## src/design/mie_pkg.sv

```systemverilog
// shared types, constants and functions of the multiboot image encryptor
// no dependencies
`default_nettype none

package mie_pkg;

  localparam int OFFSET_W     = 19;
  localparam int SIZE_W       = 19;
  localparam int CFG_INDEX_W  = 1;
  localparam int QUEUE_DEPTH  = 4;
  localparam int QUEUE_AW     = $clog2(QUEUE_DEPTH);
  localparam int QUEUE_CW     = $clog2(QUEUE_DEPTH + 1);

  localparam logic [SIZE_W-1:0]   MAX_IMAGE_BYTES    = 19'd262144;
  localparam logic [OFFSET_W-1:0] PLAIN_HEADER_BYTES = 19'd192;
  localparam logic [SIZE_W-1:0]   MIN_IMAGE_BYTES    = 19'h200;
  localparam logic [SIZE_W-1:0]   RAW_BYTES_RESET    = 19'd512;

  localparam logic [15:0] CRC_POLY  = 16'hA1C1;
  localparam logic [15:0] CRC_SEED  = 16'h15A0;
  localparam logic [31:0] LOAD_BASE = 32'h0200_0000;
  localparam logic [31:0] MUL_CONST = 32'h6177_614B;
  localparam logic [31:0] XOR_BY    = 32'h2079_6220;
  localparam logic [31:0] KEY_SEED  = 32'h6F64_6573;

  localparam logic [CFG_INDEX_W-1:0] REG_RAW_IMAGE_BYTES = 1'd0;
  localparam logic [CFG_INDEX_W-1:0] REG_CHALLENGE_WORD  = 1'd1;

  localparam logic [2:0] KIND_KEY     = 3'd0;
  localparam logic [2:0] KIND_PLAIN   = 3'd1;
  localparam logic [2:0] KIND_DATA    = 3'd2;
  localparam logic [2:0] KIND_TRAILER = 3'd3;
  localparam logic [2:0] KIND_ERROR   = 3'd4;

  typedef struct packed {
    logic        func;
    logic [31:0] data_word;
  } in_t;

  typedef struct packed {
    logic [31:0] out_word;
    logic [2:0]  out_kind;
    logic        last;
    logic        done_res;
  } out_t;

  // one result waiting for the back end
  typedef struct packed {
    logic [31:0]         word;
    logic [31:0]         key;
    logic [OFFSET_W-1:0] offset;
    logic [2:0]          kind;
    logic                last;
    logic                done_res;
  } entry_t;

  function automatic logic [SIZE_W-1:0] padded_size(logic [SIZE_W-1:0] raw);
    logic [SIZE_W-1:0] r;
    logic [SIZE_W-1:0] s;
    r = (raw > MAX_IMAGE_BYTES) ? MAX_IMAGE_BYTES : raw;
    s = r + 19'd7;
    s[2:0] = 3'd0;
    return (r < MIN_IMAGE_BYTES) ? MIN_IMAGE_BYTES : s;
  endfunction

  function automatic logic [31:0] size_key(logic [SIZE_W-1:0] size);
    logic [31:0] k;
    logic [31:0] sum;
    k = ({13'd0, size} - {13'd0, MIN_IMAGE_BYTES}) >> 3;
    k = (k & 32'h7F) | ((k & 32'h3F80) << 1) | ((k & 32'h4000) << 2) | 32'h0070_0000;
    sum = k + (k >> 8) + (k >> 16);
    k = k | (sum << 24) | 32'h8080_8080;
    return k[9] ? (k ^ KEY_SEED) : (k ^ MUL_CONST);
  endfunction

  // linear in crc and word, flattens to an xor network
  function automatic logic [15:0] crc_word(logic [15:0] crc, logic [31:0] w);
    logic [31:0] c;
    c = {16'd0, crc} ^ w;
    for (int i = 0; i < 32; i++) begin
      c = c[0] ? ((c >> 1) ^ {16'd0, CRC_POLY}) : (c >> 1);
    end
    return c[15:0];
  endfunction

endpackage

`default_nettype wire

```

## src/design/multiboot_image_encryptor_top.sv

```systemverilog
// Multiboot image encryptor. Takes one request per cycle while in_stall is low. A start
// request yields the size-derived key word; each data word yields one plain or encrypted
// word, and the word that reaches the padded image size also yields the encrypted checksum
// trailer, so the input is stalled after that request until the trailer is queued (two
// results from one key multiplier, which sets the rate: one key step per cycle). Results
// pass through a four-entry queue and an output register; with an idle output a result is
// registered in the queue and then in the output register. Configuration writes are always
// taken and must only be made while the block is idle.
// depends on mie_pkg, mie_front, mie_queue, mie_back
`default_nettype none

module multiboot_image_encryptor_top (
  input  wire logic                             clk,
  input  wire logic                             rst,
  input  wire logic                             in_valid,
  output logic                                  in_stall,
  input  wire mie_pkg::in_t                     in_data,
  output logic                                  out_valid,
  input  wire logic                             out_stall,
  output mie_pkg::out_t                         out_data,
  input  wire logic                             cfg_valid,
  output logic                                  cfg_ready,
  input  wire logic [mie_pkg::CFG_INDEX_W-1:0]  cfg_index,
  input  wire logic [31:0]                      cfg_data
);

  logic            push;
  mie_pkg::entry_t push_entry;
  logic            q_full;
  logic            pop;
  logic            head_valid;
  mie_pkg::entry_t head;

  mie_front u_front (
    .clk        (clk),
    .rst        (rst),
    .in_valid   (in_valid),
    .in_stall   (in_stall),
    .in_data    (in_data),
    .cfg_valid  (cfg_valid),
    .cfg_ready  (cfg_ready),
    .cfg_index  (cfg_index),
    .cfg_data   (cfg_data),
    .q_full     (q_full),
    .push       (push),
    .push_entry (push_entry)
  );

  mie_queue u_queue (
    .clk        (clk),
    .rst        (rst),
    .push       (push),
    .push_entry (push_entry),
    .full       (q_full),
    .pop        (pop),
    .head_valid (head_valid),
    .head       (head)
  );

  mie_back u_back (
    .clk        (clk),
    .rst        (rst),
    .head_valid (head_valid),
    .head       (head),
    .pop        (pop),
    .out_valid  (out_valid),
    .out_stall  (out_stall),
    .out_data   (out_data)
  );

endmodule

`default_nettype wire

```

## src/design/mie_front.sv

```systemverilog
// front end: accepts requests and configuration, keeps session state,
// advances key and checksum and queues results; uses mie_pkg
`default_nettype none

module mie_front (
  input  wire logic                             clk,
  input  wire logic                             rst,
  input  wire logic                             in_valid,
  output logic                                  in_stall,
  input  wire mie_pkg::in_t                     in_data,
  input  wire logic                             cfg_valid,
  output logic                                  cfg_ready,
  input  wire logic [mie_pkg::CFG_INDEX_W-1:0]  cfg_index,
  input  wire logic [31:0]                      cfg_data,
  input  wire logic                             q_full,
  output logic                                  push,
  output mie_pkg::entry_t                       push_entry
);

  logic [mie_pkg::SIZE_W-1:0]   raw_image_bytes;
  logic [31:0]                  challenge_word;
  logic [mie_pkg::OFFSET_W-1:0] byte_offset;
  logic [31:0]                  stream_key;
  logic [15:0]                  running_crc;
  logic                         session_active;
  logic                         pending;
  logic [31:0]                  trail_word;
  logic [mie_pkg::OFFSET_W-1:0] trail_offset;

  logic [mie_pkg::OFFSET_W-1:0] byte_offset_next;
  logic [31:0]                  stream_key_next;
  logic [15:0]                  running_crc_next;
  logic [15:0]                  crc_step;
  logic [mie_pkg::SIZE_W-1:0]   size;
  logic [31:0]                  key_step;
  logic                         accept;
  logic                         in_plain;
  logic                         trail;

  assign cfg_ready = 1'b1;
  assign in_stall  = pending || q_full;
  assign accept    = in_valid && !in_stall;

  assign size     = mie_pkg::padded_size(raw_image_bytes);
  assign key_step = stream_key * mie_pkg::MUL_CONST + 32'd1;
  assign crc_step = mie_pkg::crc_word(running_crc, in_data.data_word);
  assign in_plain = byte_offset < mie_pkg::PLAIN_HEADER_BYTES;

  assign byte_offset_next = byte_offset + 19'd4;
  assign stream_key_next  = in_plain ? stream_key : key_step;
  assign running_crc_next = in_plain ? running_crc : crc_step;
  assign trail            = byte_offset_next >= size;

  always_comb begin
    push       = 1'b0;
    push_entry = '0;
    if (pending) begin
      push                = !q_full;
      push_entry.word     = trail_word;
      push_entry.key      = key_step;
      push_entry.offset   = trail_offset;
      push_entry.kind     = mie_pkg::KIND_TRAILER;
      push_entry.last     = 1'b1;
      push_entry.done_res = 1'b1;
    end else if (accept) begin
      push = 1'b1;
      if (!in_data.func) begin
        push_entry.word = mie_pkg::size_key(size);
        push_entry.kind = mie_pkg::KIND_KEY;
        push_entry.last = 1'b1;
      end else if (!session_active) begin
        push_entry.kind = mie_pkg::KIND_ERROR;
        push_entry.last = 1'b1;
      end else begin
        push_entry.word   = in_data.data_word;
        push_entry.key    = key_step;
        push_entry.offset = byte_offset;
        push_entry.kind   = in_plain ? mie_pkg::KIND_PLAIN : mie_pkg::KIND_DATA;
        push_entry.last   = !trail;
      end
    end
  end

  always_ff @(posedge clk) begin
    if (rst) begin
      raw_image_bytes <= mie_pkg::RAW_BYTES_RESET;
      challenge_word  <= '0;
    end else if (cfg_valid && cfg_ready) begin
      case (cfg_index)
        mie_pkg::REG_RAW_IMAGE_BYTES: raw_image_bytes <= cfg_data[mie_pkg::SIZE_W-1:0];
        mie_pkg::REG_CHALLENGE_WORD:  challenge_word  <= cfg_data;
        default: ;
      endcase
    end
  end

  always_ff @(posedge clk) begin
    if (rst) begin
      byte_offset    <= '0;
      stream_key     <= '0;
      running_crc    <= mie_pkg::CRC_SEED;
      session_active <= 1'b0;
      pending        <= 1'b0;
    end else if (pending) begin
      if (!q_full) begin
        stream_key <= key_step;
        pending    <= 1'b0;
      end
    end else if (accept) begin
      if (!in_data.func) begin
        stream_key     <= mie_pkg::KEY_SEED ^ challenge_word;
        running_crc    <= mie_pkg::CRC_SEED;
        byte_offset    <= '0;
        session_active <= 1'b1;
      end else if (session_active) begin
        stream_key  <= stream_key_next;
        running_crc <= running_crc_next;
        byte_offset <= byte_offset_next;
        if (trail) begin
          session_active <= 1'b0;
          pending        <= 1'b1;
        end
      end
    end
  end

  // trailer payload
  always_ff @(posedge clk) begin
    if (accept && in_data.func && session_active) begin
      trail_word   <= {size[15:0], running_crc_next};
      trail_offset <= byte_offset_next;
    end
  end

endmodule

`default_nettype wire

```

## src/design/mie_queue.sv

```systemverilog
// short result queue between front and back end
// uses mie_pkg for the entry type and depth
`default_nettype none

module mie_queue (
  input  wire logic            clk,
  input  wire logic            rst,
  input  wire logic            push,
  input  wire mie_pkg::entry_t push_entry,
  output logic                 full,
  input  wire logic            pop,
  output logic                 head_valid,
  output mie_pkg::entry_t      head
);

  mie_pkg::entry_t             slots [mie_pkg::QUEUE_DEPTH];
  logic [mie_pkg::QUEUE_AW-1:0] wr_ptr;
  logic [mie_pkg::QUEUE_AW-1:0] rd_ptr;
  logic [mie_pkg::QUEUE_CW-1:0] count;
  logic                         do_push;
  logic                         do_pop;

  assign full       = count == mie_pkg::QUEUE_CW'(mie_pkg::QUEUE_DEPTH);
  assign head_valid = count != '0;
  assign head       = slots[rd_ptr];
  assign do_push    = push && !full;
  assign do_pop     = pop && head_valid;

  always_ff @(posedge clk) begin
    if (rst) begin
      wr_ptr <= '0;
      rd_ptr <= '0;
      count  <= '0;
    end else begin
      if (do_push) begin
        wr_ptr <= wr_ptr + 1'b1;
      end
      if (do_pop) begin
        rd_ptr <= rd_ptr + 1'b1;
      end
      if (do_push && !do_pop) begin
        count <= count + 1'b1;
      end else if (do_pop && !do_push) begin
        count <= count - 1'b1;
      end
    end
  end

  always_ff @(posedge clk) begin
    if (do_push) begin
      slots[wr_ptr] <= push_entry;
    end
  end

endmodule

`default_nettype wire

```

## src/design/mie_back.sv

```systemverilog
// back end: applies the word cipher and holds the output register
// uses mie_pkg
`default_nettype none

module mie_back (
  input  wire logic            clk,
  input  wire logic            rst,
  input  wire logic            head_valid,
  input  wire mie_pkg::entry_t head,
  output logic                 pop,
  output logic                 out_valid,
  input  wire logic            out_stall,
  output mie_pkg::out_t        out_data
);

  logic [31:0] pad;
  logic [31:0] cipher;

  assign pad    = 32'd0 - (mie_pkg::LOAD_BASE + {13'd0, head.offset});
  assign cipher = head.word ^ head.key ^ pad ^ mie_pkg::XOR_BY;
  assign pop    = head_valid && (!out_valid || !out_stall);

  always_ff @(posedge clk) begin
    if (rst) begin
      out_valid <= 1'b0;
    end else if (!out_valid || !out_stall) begin
      out_valid <= head_valid;
    end
  end

  always_ff @(posedge clk) begin
    if (pop) begin
      out_data.out_kind <= head.kind;
      out_data.last     <= head.last;
      out_data.done_res <= head.done_res;
      case (head.kind)
        mie_pkg::KIND_DATA,
        mie_pkg::KIND_TRAILER: out_data.out_word <= cipher;
        default:               out_data.out_word <= head.word;
      endcase
    end
  end

endmodule

`default_nettype wire

```

## config.mk

```make
export PLATFORM = sky130hd
export DESIGN_NAME = multiboot_image_encryptor_top
export DESIGN_NICKNAME = d
export VERILOG_FILES = /design/src/design/mie_pkg.sv /design/src/design/multiboot_image_encryptor_top.sv /design/src/design/mie_front.sv /design/src/design/mie_queue.sv /design/src/design/mie_back.sv
export SDC_FILE = /design/constraint.sdc
export NUM_CORES = 1
export LEC_CHECK = 0
export BUFFER_PORTS_ARGS = -buffer_cell sky130_fd_sc_hd__buf_2
export CAP_MARGIN = 10
export CORE_MARGIN = 3
export CORE_UTILIZATION = 40
export CTS_CLUSTER_SIZE = 8
export DETAILED_ROUTE_END_ITERATION = 10
export PLACE_DENSITY = 0.64
export SYNTH_ARGS = -nofsm -noshare
export SYNTH_HDL_FRONTEND = slang
export SYNTH_SLANG_ARGS = --single-unit
```

## constraint.sdc

```tcl
create_clock -name clk -period 16.9 [get_ports clk]
set_clock_uncertainty 0.15 [all_clocks]
set_input_delay 2.535 -clock clk [delete_from_list [all_inputs] [get_ports clk]]
set_output_delay 2.535 -clock clk [all_outputs]
set_load 0.01 [all_outputs]
```

==> results_dict.tcl <==
set metrics [dict create \
    synth_area_mm2 0.03335 \
    synthCells 2762 \
    highest_layer "met5" \
    critPathRequiredTime_ns 17.07 \
    final_layout_size_suffix_gt1_share_pct 12.39 \
    timing.critical_path.mode_cell "fa_1" \
    firstDrtPassIters 6 \
    status "finished clean" \
    hold_violations 0 \
    rsz0062_at_grt "no" \
    grt_pass1_vias 20470 \
    slew_violations 0 \
    wl_um 84680 \
    clock_latency_ns 0.64 \
    crit_path_top_delay_cell "dfxtp_1" \
    htree_levels 3 \
    setup-tns-final_ns 0 \
    cts_resized 0 \
    clock_path_buffers 3 \
    maxCapViolCount 0 \
    hold_class "reg -> reg" \
    core_mm2 0.08237 \
    worstHoldStart "u_front.challenge_word[10]" \
    wl_met2_um 38090 \
    worst_hold_path.num_cells 2 \
    post-place-ws_ns 9.287 \
    r2r-start "u_front.stream_key[4]" \
    grt_start_max_net_pins 87 \
    setup_violations 0 \
    dieArea_mm2 0.08687 \
    synth_ff_type "edfxtp_1" \
    fp-row-count 105 \
    wl_per_cell_um 21.21 \
    worst-setup-path-type "reg -> reg" \
    multi_input_area_mm2 0.01597 \
    io_buffers 109 \
    cp_cell_sequence "inv_1 -> fa_1 -> fa_1 -> fa_1 -> inv_1 -> fa_1 -> inv_1 -> fa_1 -> inv_1 -> fa_1 -> fa_1 -> inv_1 -> fa_1 -> inv_1 -> ha_1 -> a21o_1 -> a21o_1 -> or4_1 -> a21oi_1 -> o31ai_1 -> a21oi_1 -> o21bai_1 -> xnor2_1 -> nor2_1" \
    clock_sinks 559 \
    r2r_slack_ns 9.23 \
    dpl.hpwl_um 63420 \
    cp-start-kind "flop" \
    nFillCells 7400 \
    gp_congestion 0.9430 \
    ys_types 70 \
    via_per_inst 5.186 \
    regArea_mm2 0.01551 \
    clkTransAtPathRegs_ns 0.05 \
    gr-total-overflow 0 \
    antenna_found_initial 1 \
    route.met3.wl_um 6527 \
    die_height_um 294.7 \
    max_stage_delay_ns 0.63 \
    slew-limit-headroom_pct 27.85 \
    first_iter_violations 1692 \
    fmax_ghz 0.1304 \
    synth_seq_cells 559 \
    synth-async-reset-ratio_pct 0 \
    worst_slew_pin_slew_ns 1.071 \
    pin_count 111 \
    post_cts_buffers 0 \
    ctsRootBufferMaster "clkbuf_16" \
    ant_nets 0 \
    cts_tree "yes" \
    synth-edff-count 431 \
    vias 20700 \
    ys_seq_area_share_pct 46.50 \
    start_util_pct 40.48 \
    route.detailed.drc 0 \
    grt_use_total_pct 19.78 \
    die_w_um 294.7 \
    setup_ws_ns 9.232 \
    crit_fanout 10 \
    area_delta_synth_final_pct 12.17 \
    wl_met1_um 38360 \
    fin_nets 3332 \
    grt_pass1_wl_um 128500 \
    cts-buffers-inserted 80 \
    hold_buffers 0 \
    cp.arrival_ns 7.84 \
    yosys_warnings 0 \
    r2r_end "u_queue.slots[1][54]" \
    min_to "u_front.challenge_word[10]" \
    min_period_over_period_pct 45.38 \
    fin_crit_ns 7.668 \
    cp-end-kind "flop" \
    syn_area_per_cell_um2 12.07 \
    worst-r2r-cell-count 24 \
]
[registers in the layout, summed over array words and instances, names as in the netlist, 17 cells and up, named ones only]
register / count
u_front.challenge_word: 32
u_front.byte_offset: 17
u_front.raw_image_bytes: 19
u_front.trail_offset: 17
u_back.out_data: 37
u_queue.slots: 348
u_front.trail_word: 29
u_front.stream_key: 32
[metal layers]
| metal | vias to the layer above | GRT usage, % |
|---|---|---|
| li1 | 9626 | - |
| met1 | 10310 | 29.27 |
| met2 | 676 | 29.91 |
| met3 | 90 | 4.167 |
| met4 | 2 | 4.455 |
| met5 | - | 0 |
[cells in the final DEF (no fill, tap or decap), types with 77 or more instances in the layout]
cell type / instances
fa_1: 179
dfxtp_1: 125
mux4_2: 87
edfxtp_1: 431
a21oi_1: 132
xnor2_1: 220
nand2_1: 216
ha_1: 204
nor2_1: 161
clkbuf_16: 81
o21ai_0: 82
xor2_1: 77
buf_2: 108
inv_1: 409
[worst max-delay path: cells and delay by family, from the launching register on]
family / cells / cell delay [ns]
xor gates and xnor gates: 1 / 0.15
and+or+nand+nor: 2 / 0.50
DFF: 1 / 0.63
adders and majority gates: 9 / 4.39
buffers and inverters: 6 / 0.43
AOI/OAI and AO/OA: 6 / 1.09
[synth_stat cells (all sizes together) (4+ instances only)]
cell,number,area share [%]
edfxtp,431,39
inv,410,4.6
xnor2,241,6.9
nand2,217,2.4
ha,204,7.7
fa,179,11
nor2,163,1.8
a21oi,133,2.0
dfxtp,128,7.7
mux4,87,5.9
o21ai,86,1.3
xor2,83,2.3
clkbuf,81,0.91
nand3,30,0.45
a21o,22,0.50
a22o,19,0.50
nor2b,19,0.36
buf,18,0.23
a22oi,17,0.38
and3,17,0.32
nand2b,15,0.28
a211oi,14,0.32
nor3,14,0.21
o21a,14,0.32
a31oi,9,0.17
and2,9,0.17
nor4,8,0.15
nand4,7,0.13
or2,7,0.13
or3,6,0.11
and4,5,0.13
mux2i,5,0.15
nand3b,4,0.090
o211ai,4,0.090
o21bai,4,0.090
[how the worst max path moves through the flow]
stage	startpoint	to	slack, ns	cells after the start
floorplan	u_front.stream_key[4]	u_queue.slots[0][54]	9.88	24
global placement	u_front.stream_key[4]	u_queue.slots[1][54]	9.38	24
detailed placement	u_front.stream_key[4]	u_queue.slots[1][54]	9.29	24
CTS	u_front.stream_key[4]	u_queue.slots[1][54]	9.25	24
global route	u_front.stream_key[4]	u_queue.slots[1][54]	8.92	24
finish	u_front.stream_key[4]	u_queue.slots[1][54]	9.23	24
[cells by family (layout without fill, tap and decap cells)]
family                     after synthesis  after routing  share of synthesized area [%]
xor gates and xnor gates               329            329                          9.643
buffers and inverters                  509            665                          5.752
AOI/OAI and AO/OA                      359            359                          6.638
muxes                                   94             94                          6.094
other                                    2              6                        0.02252
DFF                                    559            559                          46.50
and+or+nand+nor                        527            527                          6.953
adders and majority gates              383            383                          18.40
[area by class of cell]
cell class,instances,share of cell area [%]
Tap cell,1070,3.579
Multi-Input combinational cell,1697,42.70
Timing Repair Buffer,130,1.887
Clock buffer,118,5.817
Inverter,410,4.118
Sequential cell,559,41.48
Antenna cell,1,0.006690
Clock inverter,7,0.4215
[metrics by stage]
| stage | hold slack, ns | util (%) | instance area [µm²] | std cells |
|---|---|---|---|---|
| 5_1_grt | 0.3269 | 45.41 | 37400 | 3991 |
| 2_1_floorplan | 0.2823 | - | 33360 | 2765 |
| 3_3_place_gp | 0.2951 | 42.56 | 35060 | 3865 |
| 3_5_place_dp | 0.2986 | 42.56 | 35060 | 3865 |
| 6_report | 0.3053 | 45.41 | 37400 | 3992 |
| 4_1_cts | 0.3057 | 45.40 | 37390 | 3990 |
Power is not shown: default switching activity piles up to over one toggle a cycle in this logic, so the estimate is an artifact.
